### src/hdl/swm_pkg.sv
// ----------------------------------------------------------------------------
// swm_pkg
// shared constants and types of the sliding window median filter
// ----------------------------------------------------------------------------
package swm_pkg;

    localparam int MAX_WINDOW_DEF  = 64;
    localparam int SAMPLE_BITS_DEF = 16;
    localparam int CFG_BITS        = 7;
    localparam int WIN_RESET       = 3;

    // broadcast control from the top level to every cell
    typedef struct packed {
        logic step;  // insert the new sample, drop the oldest when full
        logic clr;   // empty the window
        logic full;  // window holds window_size samples before this step
    } t_cell_ctl;

endpackage

### src/hdl/swm_cell.sv
// ----------------------------------------------------------------------------
// swm_cell
// one slot of the sorted window: removes the leaving sample and inserts the
// new one in a single step, looking only at its two neighbors
// ----------------------------------------------------------------------------
module swm_cell #(
    parameter int SAMPLE_BITS = 16,
    parameter int IW          = 6,
    parameter int IDX         = 0
) (
    input  logic                          i_clk,
    input  logic                          i_rst_n,
    input  swm_pkg::t_cell_ctl            i_ctl,
    input  logic signed [SAMPLE_BITS-1:0] i_sample,
    input  logic signed [SAMPLE_BITS-1:0] i_leave,
    input  logic        [IW-1:0]          i_lo_idx,
    input  logic        [IW-1:0]          i_hi_idx,
    input  logic signed [SAMPLE_BITS-1:0] i_up_val,
    input  logic                          i_up_vld,
    output logic signed [SAMPLE_BITS-1:0] o_val,
    output logic                          o_vld,
    input  logic signed [SAMPLE_BITS-1:0] i_dn_u,
    input  logic                          i_dn_uv,
    output logic signed [SAMPLE_BITS-1:0] o_u,
    output logic                          o_uv,
    output logic        [SAMPLE_BITS-1:0] o_lo_tap,
    output logic        [SAMPLE_BITS-1:0] o_hi_tap
);
    import swm_pkg::*;

    localparam logic [IW-1:0] MY_IDX = IW'(IDX);

    logic signed [SAMPLE_BITS-1:0] r_val;
    logic signed [SAMPLE_BITS-1:0] n_val;
    logic                          r_vld;
    logic                          n_vld;
    logic                          w_ge;
    logic                          w_prev_gt;
    logic                          w_own_gt;

    // list after removal of the leaving sample
    always_comb begin
        w_ge = (r_val >= i_leave);
        o_u  = (i_ctl.full && w_ge) ? i_up_val : r_val;
        o_uv = i_ctl.full ? i_up_vld : r_vld;
    end

    // insertion into that list
    always_comb begin
        w_prev_gt = i_dn_uv && (i_dn_u > i_sample);
        w_own_gt  = (o_u > i_sample);
        if (w_prev_gt) begin
            n_val = i_dn_u;
        end else if (!o_uv || w_own_gt) begin
            n_val = i_sample;
        end else begin
            n_val = o_u;
        end
        n_vld = o_uv | i_dn_uv;
    end

    always_ff @(posedge i_clk) begin
        if (!i_rst_n) begin
            r_vld <= 1'b0;
        end else if (i_ctl.clr) begin
            r_vld <= 1'b0;
        end else if (i_ctl.step) begin
            r_vld <= n_vld;
        end
    end

    always_ff @(posedge i_clk) begin
        if (i_ctl.step) begin
            r_val <= n_val;
        end
    end

    assign o_val    = r_val;
    assign o_vld    = r_vld;
    assign o_lo_tap = (i_lo_idx == MY_IDX) ? r_val : '0;
    assign o_hi_tap = (i_hi_idx == MY_IDX) ? r_val : '0;

endmodule

### config.mk
export PLATFORM = sky130hd
export DESIGN_NAME = swm_cell
export DESIGN_NICKNAME = d
export VERILOG_FILES = /design/src/hdl/swm_pkg.sv /design/src/hdl/swm_cell.sv
export SDC_FILE = /design/constraint.sdc
export NUM_CORES = 1
export LEC_CHECK = 0
export BUFFER_PORTS_ARGS = -buffer_cell sky130_fd_sc_hd__buf_2
export CORE_MARGIN = 2
export CORE_UTILIZATION = 45
export CTS_CLUSTER_DIAMETER = 30
export DETAILED_ROUTE_END_ITERATION = 12
export GPL_ROUTABILITY_DRIVEN = 0
export GPL_TIMING_DRIVEN = 0
export PLACE_DENSITY = 0.89
export SLEW_MARGIN = 15
export SYNTH_ARGS = -nofsm -noshare
export SYNTH_HDL_FRONTEND = slang
export SYNTH_SLANG_ARGS = --single-unit
### constraint.sdc
create_clock -name i_clk -period 5.5 [get_ports i_clk]
set_clock_uncertainty 0.15 [all_clocks]
set_input_delay 0.825 -clock i_clk [delete_from_list [all_inputs] [get_ports i_clk]]
set_output_delay 0.825 -clock i_clk [all_outputs]
set_load 0.03 [all_outputs]
==> metrics.txt <==
clk root buf clkbuf_8; RSZ-0062 raised after global routing no; worst-path cell chain buf_2 -> inv_1 -> ha_1 -> buf_6 -> nand4_4 -> or4_4 -> buf_6 -> buf_6 -> nand3_1 -> a2111oi_0 -> or3_1 -> ha_1 -> a21o_1 -> a2111oi_2 -> o211ai_1 -> a21boi_4 -> buf_4 -> mux2_2 -> mux2_2; clk buf depth 2; DR vias/cell 6.29; sequential share of power 0.217; ys flop type edfxtp_1; CTS tree yes; Net Count, Synth 575; initial DRC count approximately 570; commonest cells in the netlist nand2_1 (54), inv_1 (52), ha_1 (48); Mapped Area ~3400 um2; total track usage 0.284; routed wire length on met3 around 1500 um; Cells after Synth 444; cts hold-fix bufs 0; top sig layer met4; Post-synth EDFFs 16; FFs w/ async S/R, synth 0; Int Power between 400 and 500 uW; Comb power frac 0.677; Reg2Reg Depth 17; Routed Antenna Nets 0; register area share after synthesis 0.148; Seq cells post-synth 17; Setup crit end o_val[12]; Worst VDD drop ~0.11 mV; flop2flop setup slack roughly 0.29 ns; most frequent CP cell buf_6; grt ovf 0; routed len/inst 17.8 um; Syn-to-layout area delta 27.5%; Critical Path RT around 5.3 ns; R2R Path Start o_val[15]; Pwr per Cell Area 196 nW/um2; Switching Fraction 0.497; final setup vio count 0; Rows 31; # H-tree levels 1; Num CTS Buffers 3; Static Leakage ~2.1 nW; area leader, netlist ha_1; Max Freq approximately 190 MHz; area share of the largest cell type after synthesis 0.177; IO buf count ~140; Slew headroom 0.562; Die ar. 8230 um2; Post-DP HPWL just under 10000 um; clock share of power 0.105; largest net degree at the start of global routing 19; number of global-route vias before repair 4129; critical path class input pin to flop; setup slack after layout 0.141 ns; worst slack, placed -0.545 ns; DR vias around 4.3k; routed wl met2 5680 um; CTS sink count 17; clock transition at the registers of the reported paths about 0.060 ns; layout cells sized above 1 0.333; worst-path fanout max 10; Netlist cell types 38; initial antenna violation count 0; Final Hold Violating Endpoints 0; Power Total around 850 uW; critical path startpoint category input pin; Die H slightly above 90 um; YS warnings 0; Crit-path slowest cell or4_4; Synth Area per Inst approximately 7.6 um2; DRC Markers 0; DIE WIDTH 90.7 um; Total Wirelength 12300 um; status complete, no violations; Worst EP arrival 5.20 ns; switching power approximately 420 uW; final cycle utilization of the critical path 0.974; critical path launch point i_leave[15]; # diodes 0; Max-Cap Viols 0; RR Endpoint o_val[12]; Placeable Area roughly 7300 um2; top post-synthesis cells by area ha_1 (18%), edfxtp_1 (14%), mux2_2 (11%); Ports 149; Slew @ Worst Pin roughly 0.66 ns; wl on met1 about 4700 um; crit end category flop; Initial Utilization 0.467; CP peak stage delay between 0.5 and 0.6 ns; first-pass GRT wire length between 15000 and 20000 um; min cycle time layout roughly 5.4 ns; worst min path class flop to flop; clock latency on the worst-skew pair 0.24 ns; DR pass1 iterations 7; most frequent cell after synthesis nand2_1; Final #Nets between 700 and 800; Final Max Slew Viols 0
critical path, delay by kind of cell:
family | cells | cell delay [ns]
AND/OR/NAND/NOR | 4 | 1.21
AO/OA/AOI/OAI | 5 | 1.12
buffers and inverters | 6 | 0.81
multiplexers | 2 | 0.62
adder cells (fa/ha/maj) | 2 | 0.62
worst min-delay path by stage:
stage	start	endpoint	slack, ns	cells after the start
floorplan	o_vld	o_vld	0.47	2
CTS	o_vld	o_vld	0.38	2
global placement	o_vld	o_vld	0.34	2
global route	o_vld	o_vld	0.44	2
finish	o_vld	o_vld	0.37	2
detailed placement	o_vld	o_vld	0.38	2
stage by stage:
| stage | setup TNS [ns] | hold WS (ns) | cells | cell area [um2] | utilization |
|---|---|---|---|---|---|
| 2_1_floorplan | 0 | 0.472 | 444 | 3390 | - |
| 3_3_place_gp | -3.65 | 0.344 | 686 | 4230 | 0.583 |
| 3_5_place_dp | -6.05 | 0.376 | 686 | 4230 | 0.583 |
| 4_1_cts | 0 | 0.382 | 689 | 4300 | 0.592 |
| 5_1_grt | 0 | 0.438 | 690 | 4320 | 0.595 |
| 6_report | 0 | 0.373 | 690 | 4320 | 0.595 |
registers in the layout, summed over array words and instances (netlist names):
name and cells:
o_val 16, o_vld 1
routing by layer:
metal | GRT usage | up-vias
met5 | 0 | -
met4 | 0.0987 | 0
met3 | 0.0559 | 64
met2 | 0.485 | 352
met1 | 0.355 | 1948
li1 | - | 1976
cell type report:
type	instances	area, um2
Timing Repair Buffer	145	731
Buffer	34	168
Fill cell	633	2940
Inverter	52	195
Clock buffer	4	45.0
Tap cell	99	124
Multi-Input combinational cell	339	2550
Sequential cell	17	500
repair_timing:
action | in CTS | in global routing
gates cloned | 0 | 0
pin swaps | 0 | 2
endpoints found under the setup margin | 10 | 16
gates resized for setup | 6 | 11
buffers inserted | 0 | 2
cells by family (layout without fill, tap and decap cells):
logic type / after synthesis / count (layout) / share of synthesized area
and+or+nand+nor: 166 / 166 / 0.264
AOI/OAI and AO/OA: 92 / 92 / 0.195
DFF: 17 / 17 / 0.148
buffers and inverters: 88 / 235 / 0.106
muxes: 33 / 33 / 0.109
adders and majority gates: 48 / 48 / 0.177
power by group through the flow:
stage                     combinational, mW  clock (mW)  sequential (mW)
after floorplan                       0.351           0            0.204
after global placement                0.525           0            0.186
after detailed placement              0.546           0            0.186
after CTS                             0.554      0.0889            0.183
after global routing                  0.619      0.0970            0.186
final                                 0.574      0.0890            0.184
layout by cell type, fill, tap and decap left out, types with 15 or more instances in the layout:
| cell | instances |
|---|---|
| a21oi_1 | 18 |
| clkbuf_1 | 20 |
| nand2b_1 | 16 |
| nand2_1 | 54 |
| ha_1 | 48 |
| or3_1 | 15 |
| buf_2 | 143 |
| inv_1 | 52 |
| a2111oi_0 | 18 |
| mux2_2 | 32 |
| edfxtp_1 | 16 |
| a32oi_1 | 16 |
| nand3_1 | 18 |
| nor4_1 | 33 |
| o22ai_1 | 16 |
Power figures use the tool's default switching activity.
